[config.mk]
export PLATFORM = sky130hd
export DESIGN_NAME = seq_reorder_jitter_buffer
export DESIGN_NICKNAME = d
export VERILOG_FILES = /design/src/rtl/sjb_pkg.sv /design/src/rtl/sjb_regs.sv /design/src/rtl/sjb_ctrl.sv /design/src/rtl/sjb_dpath.sv /design/src/rtl/seq_reorder_jitter_buffer.sv
export SDC_FILE = /design/constraint.sdc
export NUM_CORES = 2
export LEC_CHECK = 0
export BUFFER_PORTS_ARGS = -buffer_cell sky130_fd_sc_hd__clkbuf_2
export CAP_MARGIN = 0
export CORE_MARGIN = 5
export CORE_UTILIZATION = 30
export DETAILED_ROUTE_END_ITERATION = 7
export PLACE_DENSITY = 0.52
export SYNTH_ARGS = -nofsm -noshare
export SYNTH_HDL_FRONTEND = slang
export SYNTH_SLANG_ARGS = --single-unit
[constraint.sdc]
create_clock -name aclk -period 6.6 [get_ports aclk]
set_input_delay 0.99 -clock aclk [delete_from_list [all_inputs] [get_ports aclk]]
set_output_delay 0.99 -clock aclk [all_outputs]
set_load 0.03 [all_outputs]
[src/rtl/sjb_pkg.sv]
// sjb_pkg: shared types and constants for the sequence reorder jitter buffer.
// Word structs, status codes, controller/datapath command and status groups.
// No dependencies.
package sjb_pkg;

    localparam logic [15:0] WRAP_HIGH = 16'hfc00;
    localparam logic [15:0] WRAP_LOW  = 16'h0400;

    localparam int NUM_REGS = 6;
    localparam int PADDR_W  = 5;

    typedef enum logic [2:0] {
        REG_VIDEO_CODE  = 3'd0,
        REG_AUDIO_CODE  = 3'd1,
        REG_VIDEO_WAIT  = 3'd2,
        REG_AUDIO_WAIT  = 3'd3,
        REG_OTHER_WAIT  = 3'd4,
        REG_LATE_CREDIT = 3'd5
    } sjb_reg_e;

    typedef enum logic [2:0] {
        ST_INSERTED = 3'd0,
        ST_DUP      = 3'd1,
        ST_FULL     = 3'd2,
        ST_BAD_Q    = 3'd3,
        ST_RELEASED = 3'd4,
        ST_NONE     = 3'd5
    } sjb_status_e;

    localparam logic REQ_INSERT = 1'b0;
    localparam logic REQ_FETCH  = 1'b1;

    typedef struct packed {
        logic        req_type;
        logic [7:0]  queue_id;
        logic [15:0] seq_num;
        logic [7:0]  pkt_handle;
        logic        no_wait;
        logic [31:0] now_ms;
    } sjb_in_t;

    typedef struct packed {
        logic [2:0]  status;
        logic [7:0]  out_handle;
        logic [15:0] out_seq;
    } sjb_out_t;

    typedef struct packed {
        logic [7:0]  video_type_code;
        logic [7:0]  audio_type_code;
        logic [15:0] video_wait_ms;
        logic [15:0] audio_wait_ms;
        logic [15:0] other_wait_ms;
        logic [15:0] late_credit_ms;
    } sjb_cfg_t;

    typedef struct packed {
        logic        load;
        logic        init;
        logic        step;
        logic        mark;
        logic        shift;
        logic        put;
        logic        pop;
        logic        out_load;
        sjb_status_e status;
    } sjb_cmd_t;

    typedef struct packed {
        logic bad;
        logic fetch;
        logic empty;
        logic full;
        logic stop;
        logic dup;
        logic idx_one;
        logic at_fill;
        logic shift_last;
        logic ready;
        logic out_free;
    } sjb_stat_t;

endpackage

[src/rtl/sjb_regs.sv]
// sjb_regs: APB-style configuration register file.
// Depends on sjb_pkg.
module sjb_regs (
    input  logic                           aclk,
    input  logic                           aresetn,
    input  logic                           psel,
    input  logic                           penable,
    input  logic                           pwrite,
    input  logic [sjb_pkg::PADDR_W-1:0]    paddr,
    input  logic [31:0]                    pwdata,
    output logic [31:0]                    prdata,
    output sjb_pkg::sjb_cfg_t              cfg
);
    import sjb_pkg::*;

    sjb_cfg_t cfg_reg;
    logic [2:0] idx;
    logic wr_en;

    assign idx   = paddr[PADDR_W-1:2];
    assign wr_en = psel && penable && pwrite;
    assign cfg   = cfg_reg;

    always_ff @(posedge aclk) begin
        if (!aresetn) begin
            cfg_reg.video_type_code <= 8'd0;
            cfg_reg.audio_type_code <= 8'd1;
            cfg_reg.video_wait_ms   <= 16'd350;
            cfg_reg.audio_wait_ms   <= 16'd350;
            cfg_reg.other_wait_ms   <= 16'd50;
            cfg_reg.late_credit_ms  <= 16'd100;
        end else if (wr_en) begin
            case (idx)
                REG_VIDEO_CODE:  cfg_reg.video_type_code <= pwdata[7:0];
                REG_AUDIO_CODE:  cfg_reg.audio_type_code <= pwdata[7:0];
                REG_VIDEO_WAIT:  cfg_reg.video_wait_ms   <= pwdata[15:0];
                REG_AUDIO_WAIT:  cfg_reg.audio_wait_ms   <= pwdata[15:0];
                REG_OTHER_WAIT:  cfg_reg.other_wait_ms   <= pwdata[15:0];
                REG_LATE_CREDIT: cfg_reg.late_credit_ms  <= pwdata[15:0];
                default: ;
            endcase
        end
    end

    always_comb begin
        case (idx)
            REG_VIDEO_CODE:  prdata = {24'd0, cfg_reg.video_type_code};
            REG_AUDIO_CODE:  prdata = {24'd0, cfg_reg.audio_type_code};
            REG_VIDEO_WAIT:  prdata = {16'd0, cfg_reg.video_wait_ms};
            REG_AUDIO_WAIT:  prdata = {16'd0, cfg_reg.audio_wait_ms};
            REG_OTHER_WAIT:  prdata = {16'd0, cfg_reg.other_wait_ms};
            REG_LATE_CREDIT: prdata = {16'd0, cfg_reg.late_credit_ms};
            default:         prdata = 32'd0;
        endcase
    end

endmodule

[src/rtl/sjb_ctrl.sv]
// sjb_ctrl: sequencing state machine for insert walk and head fetch.
// Depends on sjb_pkg; drives the datapath through sjb_cmd_t.
module sjb_ctrl (
    input  logic               aclk,
    input  logic               aresetn,
    input  logic               s_valid,
    output logic               s_ready,
    input  sjb_pkg::sjb_stat_t stat,
    output sjb_pkg::sjb_cmd_t  cmd
);
    import sjb_pkg::*;

    typedef enum logic [7:0] {
        S_IDLE  = 8'b00000001,
        S_CHECK = 8'b00000010,
        S_READ  = 8'b00000100,
        S_CMP   = 8'b00001000,
        S_SRD   = 8'b00010000,
        S_SWR   = 8'b00100000,
        S_PUT   = 8'b01000000,
        S_FIN   = 8'b10000000
    } state_t;

    state_t state_reg, state_next;
    sjb_status_e status_reg, status_next;

    assign s_ready = (state_reg == S_IDLE);

    always_comb begin
        state_next  = state_reg;
        status_next = status_reg;
        cmd         = '0;
        cmd.status  = status_reg;
        case (state_reg)
            S_IDLE: begin
                if (s_valid) begin
                    cmd.load   = 1'b1;
                    state_next = S_CHECK;
                end
            end
            S_CHECK: begin
                cmd.init = 1'b1;
                if (stat.bad) begin
                    status_next = ST_BAD_Q;
                    state_next  = S_FIN;
                end else if (stat.fetch) begin
                    if (stat.empty) begin
                        status_next = ST_NONE;
                        state_next  = S_FIN;
                    end else begin
                        state_next = S_READ;
                    end
                end else if (stat.full) begin
                    status_next = ST_FULL;
                    state_next  = S_FIN;
                end else if (stat.empty) begin
                    state_next = S_PUT;
                end else begin
                    state_next = S_READ;
                end
            end
            S_READ: state_next = S_CMP;
            S_CMP: begin
                if (stat.fetch) begin
                    state_next = S_FIN;
                    if (stat.ready) begin
                        cmd.pop     = 1'b1;
                        status_next = ST_RELEASED;
                    end else begin
                        status_next = ST_NONE;
                    end
                end else if (stat.stop) begin
                    cmd.mark   = 1'b1;
                    state_next = stat.at_fill ? S_PUT : S_SRD;
                end else if (stat.dup) begin
                    status_next = ST_DUP;
                    state_next  = S_FIN;
                end else begin
                    cmd.step = 1'b1;
                    if (stat.idx_one) begin
                        cmd.mark   = 1'b1;
                        state_next = S_SRD;
                    end else begin
                        state_next = S_READ;
                    end
                end
            end
            S_SRD: state_next = S_SWR;
            S_SWR: begin
                cmd.shift  = 1'b1;
                state_next = stat.shift_last ? S_PUT : S_SRD;
            end
            S_PUT: begin
                cmd.put     = 1'b1;
                status_next = ST_INSERTED;
                state_next  = S_FIN;
            end
            S_FIN: begin
                if (stat.out_free) begin
                    cmd.out_load = 1'b1;
                    state_next   = S_IDLE;
                end
            end
            default: state_next = S_IDLE;
        endcase
    end

    always_ff @(posedge aclk) begin
        if (!aresetn) begin
            state_reg  <= S_IDLE;
            status_reg <= ST_INSERTED;
        end else begin
            state_reg  <= state_next;
            status_reg <= status_next;
        end
    end

endmodule

[src/rtl/sjb_dpath.sv]
// sjb_dpath: entry memory, per-queue head/fill counters, item and output registers.
// Depends on sjb_pkg; commanded by sjb_ctrl.
module sjb_dpath #(
    parameter int QUEUES       = 4,
    parameter int DEPTH        = 16,
    parameter int HANDLE_WIDTH = 8
) (
    input  logic               aclk,
    input  logic               aresetn,
    input  sjb_pkg::sjb_in_t   s_data,
    output logic               m_valid,
    input  logic               m_ready,
    output sjb_pkg::sjb_out_t  m_data,
    input  sjb_pkg::sjb_cfg_t  cfg,
    input  sjb_pkg::sjb_cmd_t  cmd,
    output sjb_pkg::sjb_stat_t stat
);
    import sjb_pkg::*;

    localparam int QW    = (QUEUES > 1) ? $clog2(QUEUES) : 1;
    localparam int SW    = $clog2(DEPTH);
    localparam int CW    = $clog2(DEPTH + 1);
    localparam int AW    = $clog2(QUEUES * DEPTH);
    localparam int WORDS = QUEUES * DEPTH;

    typedef struct packed {
        logic [15:0]             seq;
        logic [HANDLE_WIDTH-1:0] handle;
        logic [31:0]             t;
        logic                    nw;
    } entry_t;

    entry_t mem [WORDS];
    entry_t rdata_reg;

    logic [CW-1:0] fill_reg [QUEUES];
    logic [SW-1:0] head_reg [QUEUES];

    logic                    req_reg;
    logic                    bad_reg;
    logic [7:0]              qid_reg;
    logic [QW-1:0]           q_reg;
    logic [15:0]             seq_reg;
    logic [HANDLE_WIDTH-1:0] handle_reg;
    logic                    nw_reg;
    logic [31:0]             t_reg;
    logic [CW-1:0]           idx_reg;
    logic [CW-1:0]           pos_reg;
    logic [15:0]             rel_seq_reg;
    logic [HANDLE_WIDTH-1:0] rel_handle_reg;
    logic                    out_valid_reg;
    sjb_out_t                out_reg;

    logic [CW-1:0] fill_cur;
    logic [SW-1:0] head_cur;
    logic [CW-1:0] rd_log;
    logic [CW:0]   rd_sum;
    logic [CW:0]   wr_sum;
    logic [SW-1:0] rd_phys;
    logic [SW-1:0] wr_phys;
    logic [AW-1:0] rd_addr;
    logic [AW-1:0] wr_addr;
    logic [15:0]   wait_ms;
    logic [31:0]   age;
    logic [SW:0]   head_inc;
    logic          out_free;
    entry_t        new_entry;

    assign fill_cur = fill_reg[q_reg];
    assign head_cur = head_reg[q_reg];

    assign rd_log  = (req_reg == REQ_FETCH) ? '0 : idx_reg - CW'(1);
    assign rd_sum  = (CW + 1)'(head_cur) + (CW + 1)'(rd_log);
    assign wr_sum  = (CW + 1)'(head_cur) + (CW + 1)'(idx_reg);
    assign rd_phys = (rd_sum >= (CW + 1)'(DEPTH)) ? SW'(rd_sum - (CW + 1)'(DEPTH)) : SW'(rd_sum);
    assign wr_phys = (wr_sum >= (CW + 1)'(DEPTH)) ? SW'(wr_sum - (CW + 1)'(DEPTH)) : SW'(wr_sum);
    assign rd_addr = AW'(int'(q_reg) * DEPTH + int'(rd_phys));
    assign wr_addr = AW'(int'(q_reg) * DEPTH + int'(wr_phys));

    assign head_inc = (SW + 1)'(head_cur) + (SW + 1)'(1);

    always_comb begin
        if (qid_reg == cfg.video_type_code)
            wait_ms = cfg.video_wait_ms;
        else if (qid_reg == cfg.audio_type_code)
            wait_ms = cfg.audio_wait_ms;
        else
            wait_ms = cfg.other_wait_ms;
    end

    assign age = t_reg - rdata_reg.t;

    assign new_entry.seq    = seq_reg;
    assign new_entry.handle = handle_reg;
    assign new_entry.t      = t_reg;
    assign new_entry.nw     = nw_reg;

    assign out_free = !out_valid_reg || m_ready;

    assign stat.bad        = bad_reg;
    assign stat.fetch      = (req_reg == REQ_FETCH);
    assign stat.empty      = (fill_cur == '0);
    assign stat.full       = (fill_cur == CW'(DEPTH));
    assign stat.stop       = (rdata_reg.seq < seq_reg)
                          || ((rdata_reg.seq > WRAP_HIGH) && (seq_reg < WRAP_LOW));
    assign stat.dup        = (rdata_reg.seq == seq_reg);
    assign stat.idx_one    = (idx_reg == CW'(1));
    assign stat.at_fill    = (idx_reg == fill_cur);
    assign stat.shift_last = (idx_reg == pos_reg + CW'(1));
    assign stat.ready      = rdata_reg.nw || (age >= {16'd0, wait_ms});
    assign stat.out_free   = out_free;

    // walk compares only; entries move up one slot in a second pass once the slot is known
    always_ff @(posedge aclk) begin
        rdata_reg <= mem[rd_addr];
        if (cmd.shift)
            mem[wr_addr] <= rdata_reg;
        else if (cmd.put)
            mem[wr_addr] <= new_entry;
    end

    always_ff @(posedge aclk) begin
        if (cmd.load) begin
            req_reg    <= s_data.req_type;
            qid_reg    <= s_data.queue_id;
            q_reg      <= QW'(s_data.queue_id);
            bad_reg    <= ({1'b0, s_data.queue_id} >= 9'(QUEUES));
            seq_reg    <= s_data.seq_num;
            handle_reg <= HANDLE_WIDTH'(s_data.pkt_handle);
            nw_reg     <= s_data.no_wait;
            t_reg      <= s_data.now_ms;
        end else if (cmd.step) begin
            t_reg <= (t_reg > {16'd0, cfg.late_credit_ms})
                   ? t_reg - {16'd0, cfg.late_credit_ms} : 32'd0;
        end
        if (cmd.init || cmd.mark)
            idx_reg <= fill_cur;
        else if (cmd.step || cmd.shift)
            idx_reg <= idx_reg - CW'(1);
        if (cmd.mark)
            pos_reg <= stat.stop ? idx_reg : '0;
        if (cmd.pop) begin
            rel_seq_reg    <= rdata_reg.seq;
            rel_handle_reg <= rdata_reg.handle;
        end
    end

    always_ff @(posedge aclk) begin
        if (!aresetn) begin
            for (int i = 0; i < QUEUES; i++) begin
                fill_reg[i] <= '0;
                head_reg[i] <= '0;
            end
        end else if (cmd.put) begin
            fill_reg[q_reg] <= fill_cur + CW'(1);
        end else if (cmd.pop) begin
            fill_reg[q_reg] <= fill_cur - CW'(1);
            head_reg[q_reg] <= (head_inc >= (SW + 1)'(DEPTH)) ? '0 : SW'(head_inc);
        end
    end

    always_ff @(posedge aclk) begin
        if (!aresetn) begin
            out_valid_reg <= 1'b0;
        end else if (cmd.out_load) begin
            out_valid_reg <= 1'b1;
        end else if (m_ready) begin
            out_valid_reg <= 1'b0;
        end
    end

    always_ff @(posedge aclk) begin
        if (cmd.out_load) begin
            out_reg.status <= cmd.status;
            if (cmd.status == ST_RELEASED) begin
                out_reg.out_handle <= 8'(rel_handle_reg);
                out_reg.out_seq    <= rel_seq_reg;
            end else begin
                out_reg.out_handle <= 8'd0;
                out_reg.out_seq    <= 16'd0;
            end
        end
    end

    assign m_valid = out_valid_reg;
    assign m_data  = out_reg;

endmodule

[src/rtl/seq_reorder_jitter_buffer.sv]
// seq_reorder_jitter_buffer: per-stream sequence-sorted reorder buffer, top level.
// Depends on sjb_pkg, sjb_regs, sjb_ctrl, sjb_dpath.
//
//   channel | ports                         | word / access
//   --------+-------------------------------+-----------------------------
//   input   | s_valid s_ready s_data        | sjb_in_t, insert or fetch
//   result  | m_valid m_ready m_data        | sjb_out_t, one per input word
//   config  | psel penable pwrite paddr ... | 6 registers at 4*index
//
// One word in flight. Bad queue, full, or fetch on empty go from the check state to
// the final state; insert into empty goes to put; fetch reads and tests the head.
// Insert walks from the tail (read, compare), then shifts passed entries up a slot
// (read, write) and puts the new one. Reset clears queue counters, state and config;
// entry memory needs no clearing. A stalled result holds; the next word is taken
// meanwhile and waits in the final state until the result register frees.
module seq_reorder_jitter_buffer #(
    parameter int QUEUES       = 4,
    parameter int DEPTH        = 16,
    parameter int HANDLE_WIDTH = 8
) (
    input  logic                        aclk,
    input  logic                        aresetn,
    input  logic                        s_valid,
    output logic                        s_ready,
    input  sjb_pkg::sjb_in_t            s_data,
    output logic                        m_valid,
    input  logic                        m_ready,
    output sjb_pkg::sjb_out_t           m_data,
    input  logic                        psel,
    input  logic                        penable,
    input  logic                        pwrite,
    input  logic [sjb_pkg::PADDR_W-1:0] paddr,
    input  logic [31:0]                 pwdata,
    output logic [31:0]                 prdata,
    output logic                        pready
);
    import sjb_pkg::*;

    sjb_cfg_t  cfg;
    sjb_cmd_t  cmd;
    sjb_stat_t stat;

    assign pready = 1'b1;

    sjb_regs u_regs (
        .aclk    (aclk),
        .aresetn (aresetn),
        .psel    (psel),
        .penable (penable),
        .pwrite  (pwrite),
        .paddr   (paddr),
        .pwdata  (pwdata),
        .prdata  (prdata),
        .cfg     (cfg)
    );

    sjb_ctrl u_ctrl (
        .aclk    (aclk),
        .aresetn (aresetn),
        .s_valid (s_valid),
        .s_ready (s_ready),
        .stat    (stat),
        .cmd     (cmd)
    );

    sjb_dpath #(
        .QUEUES       (QUEUES),
        .DEPTH        (DEPTH),
        .HANDLE_WIDTH (HANDLE_WIDTH)
    ) u_dpath (
        .aclk    (aclk),
        .aresetn (aresetn),
        .s_data  (s_data),
        .m_valid (m_valid),
        .m_ready (m_ready),
        .m_data  (m_data),
        .cfg     (cfg),
        .cmd     (cmd),
        .stat    (stat)
    );

endmodule

==> metrics.md <==
| Metric | Value |
|---|---|
| Final Cell Area | ~0.18 mm^2 |
| Clock root cell | clkbuf_16 |
| Clock Latency Late Sink | ~0.98 ns |
| DR vias | 78100 |
| CP Class | register to register |
| DR pass1 iterations | 5 |
| Total CTS buffers | 406 |
| Clk pin slew, worst setup/hold paths | 0.06 ns |
| Hold WS | 0.183 ns |
| Overall Power | 0.0674 W |
| Nets | 7774 |
| Vias in the first global route | approximately 80000 |
| VDD IR max | 0.240 mV |
| Drt wl/cell | 31.1 um |
| MaxCap Viol Count | 0 |
| WL final | 462000 um |
| Worst Tran Pin Value | between 1 and 1.5 ns |
| Fin crit period | between 6 and 7 ns |
| I/O pins | 172 |
| Port Buffers | 136 |
| Initial core utilization | 0.301 |
| Pleak | 56.5 nW |
| Crit-path max cell delay | 0.50 ns |
| Residual DRC | 0 |
| CP bufs+invs | 0 |
| Die height | 729 um |
| Fmax | between 0.15 and 0.2 GHz |
| Post-DP HPWL | roughly 250000 um |
| Max Fanout on Critical Path | 5 |
| Initial antenna violation count | 16 |
| Max reg flops | 3648 |
| Critical Path RT | 7.35 ns |
| RSZ-0062 raised after global routing | no |
| Vias per std cell | 5.26 |
| Worst setup EP type | register |
| Post-synthesis register bit count | slightly below 4000 |
| Core area | 0.516 mm^2 |
| Area delta synth->final | 17.0% |
| Final hold violations | 0 |
| Largest net degree at the start of global routing | 80 |
| Primary FF master, synth | edfxtp_1 |
| Relative slew slack | 0.162 |
| Clock Skew | 0.0800 ns |
| RD Place Congestion | 0.821 |
| Setup TNS | 0 ns |
| EDFF count, synth | 3812 |
| Syn Area/Cell | 22.0 um^2 |
| Drt first-iter violations | 9393 |
| Crit-path slowest cell | or4_4 |
| First-pass GRT wire length | 639000 um |
| Worst hold path type | input pin to register |
| H-tree depth | 5 |
| Final Cycle Share | 0.936 |
| Placed Instance Area | 0.168 mm^2 |
| Die ar. | 0.532 mm^2 |
| Netlist cell types | between 70 and 80 |
| Slew Viols, Final | 0 |
| Final ANT Viol Nets | 0 |
| Pwr Density | 371 mW/mm^2 |
| Fraction of layout cells with a size suffix above 1 | 0.307 |
| # rows | 264 |
| Yosys warns | 0 |
| CTS tree | built |
| Synth Instances | 7038 |
| WP data arrival | 6.92 ns |
| Sink Count | 3963 |
| Synth async-reset ratio | 0 |
| CP top delay family | simple AND/OR/NAND/NOR gates |
| Die width | roughly 730 um |
| Final setup fails | 0 |
| Total track usage | 0.169 |
| Fin util | 0.352 |
| Post-synthesis sequential area ratio | 0.757 |
| Status | completed |
| Mapped Area | 0.155 mm^2 |
| Worst-case clock buffer depth | 4 |
| Overflow after GRT | 0 |
| CP startpoint kind | register |
| Reg2Reg Setup Slack | 0.43 ns |
==> logic make-up (layout without fill, tap and decap cells) <==
group | after synthesis | in the layout | share of synthesized area
flip-flops | 3963 | 3963 | 0.757
multiplexers | 1278 | 1278 | 0.180
AND/OR/NAND/NOR | 762 | 762 | 0.0225
buffers and inverters | 459 | 1324 | 0.0119
AO/OA/AOI/OAI | 389 | 389 | 0.0154
adder cells (fa/ha/maj) | 97 | 97 | 0.00806
XOR/XNOR | 88 | 88 | 0.00497
other | 2 | 22 | 0.0000484
==> cell usage in the layout, fill, tap and decap left out, types with 13 or more instances in the layout <==
| cell | netlist | layout |
|---|---|---|
| edfxtp_1 | 3812 | 3812 |
| mux4_2 | 1207 | 1207 |
| clkbuf_16 | 0 | 414 |
| nand2_1 | 328 | 328 |
| buf_4 | 18 | 220 |
| dfxtp_1 | 151 | 151 |
| clkbuf_2 | 0 | 136 |
| buf_12 | 0 | 114 |
| a21oi_1 | 112 | 111 |
| clkinv_1 | 0 | 95 |
| nor2_1 | 156 | 91 |
| ha_1 | 92 | 91 |
| inv_1 | 90 | 90 |
| clkinv_2 | 0 | 78 |
| clkbuf_1 | 311 | 78 |
| o21ai_0 | 125 | 77 |
| nor2_4 | 0 | 64 |
| mux2i_1 | 57 | 57 |
| nor3_1 | 54 | 54 |
| xor2_1 | 47 | 47 |
| o21ai_4 | 0 | 47 |
| bufinv_16 | 0 | 45 |
| nand3_1 | 43 | 43 |
| xnor2_1 | 41 | 39 |
| and2_1 | 36 | 35 |
| nand2b_1 | 20 | 20 |
| nor2b_1 | 19 | 18 |
| a21o_1 | 18 | 18 |
| nor4_1 | 20 | 18 |
| conb_1 | 2 | 17 |
| o21a_1 | 16 | 16 |
| nand4_1 | 16 | 16 |
| a31oi_1 | 16 | 16 |
| or2_2 | 15 | 15 |
| o22ai_1 | 15 | 15 |
| mux2_2 | 14 | 14 |
| and3_1 | 13 | 13 |
==> stage by stage <==
stage	cells	worst slack, ns
6_report	14800	0.425
5_1_grt	14800	0.0559
4_1_cts	14800	0.0510
3_5_place_dp	14100	0.0829
3_3_place_gp	14100	-0.000686
2_1_floorplan	7053	0.574
==> worst reg2reg max path: cells and delay by family, from the launching register on <==
family | cells | cell delay (ns)
fa+ha+maj | 3 | 0.96
simple gates | 11 | 2.30
compound gates | 10 | 1.92
flops | 1 | 0.46
xor+xnor | 2 | 0.32
==> timing repair <==
item | CTS | global route
endpoints found under the hold margin | 0 | 0
endpoints found under the setup margin | 0 | 8
resized for setup | 0 | 2
hold buffers | 0 | 0
buffers inserted | 0 | 1
==> Yosys cell counts, types with 7 or more instances <==
cell type	n	area, um^2
edfxtp_1	3812	114000
mux4_2	1207	27200
nand2_1	328	1230
clkbuf_1	311	1170
nor2_1	156	586
dfxtp_1	151	3020
o21ai_0	125	626
a21oi_1	112	561
ha_1	92	1150
inv_1	90	338
mux2i_1	57	571
nor3_1	54	270
xor2_1	47	412
nand3_1	43	215
xnor2_1	41	359
and2_1	36	225
buf_2	30	150
nand2b_1	20	125
nor4_1	20	125
nor2b_1	19	119
a21o_1	18	135
buf_4	18	135
a31oi_1	16	100
nand4_1	16	100
o21a_1	16	120
o22ai_1	15	93.8
or2_2	15	93.8
mux2_2	14	158
and3_1	13	81.3
o211ai_1	12	90.1
a22oi_1	11	82.6
or3_1	10	62.6
nor3b_1	8	60.1
a211oi_1	7	52.6
nand3b_1	7	52.6
o31ai_1	7	52.6
or4_1	7	52.6
==> power breakdown <==
| part | switching, W | leakage (nW) | total [W] | internal, W |
|---|---|---|---|---|
| combinational | 0.00804 | 14.4 | 0.0126 | 0.00454 |
| sequential | 0.000258 | 35.5 | 0.0316 | 0.0313 |
| clock | 0.00982 | 6.55 | 0.0232 | 0.0134 |
==> per-layer routing <==
layer,GRT usage,share of wire,vias up
met1,0.245,0.43,43300
met3,0.0291,0.076,617
met2,0.265,0.46,3443
met4,0.0413,0.025,6
li1,-,-,30700
met5,0,0.000089,-
==> path summary, 6_finish.rpt <==
check | start | to | cells after the start
max | u_dpath.t_reg[7] | u_dpath.fill_reg[1][4] | 26
min | s_data[45] | u_dpath.seq_reg[4] | 1
max reg2reg | u_dpath.t_reg[7] | u_dpath.fill_reg[1][4] | 26
min reg2reg | u_dpath.rdata_reg[38] | u_dpath.rel_handle_reg[5] | 0
==> cell type report <==
cell class                      count  area, um^2
Inverter                           92         345
Timing Repair Buffer              473        4700
Clock inverter                    253        2580
Multi-Input combinational cell   2631       37000
Sequential cell                  3963      117000
Fill cell                       47400      335000
Clock buffer                      506       10800
Antenna cell                        5        12.5
Tap cell                         6916        8650
Note: power is estimated with default switching activity, not from simulation.
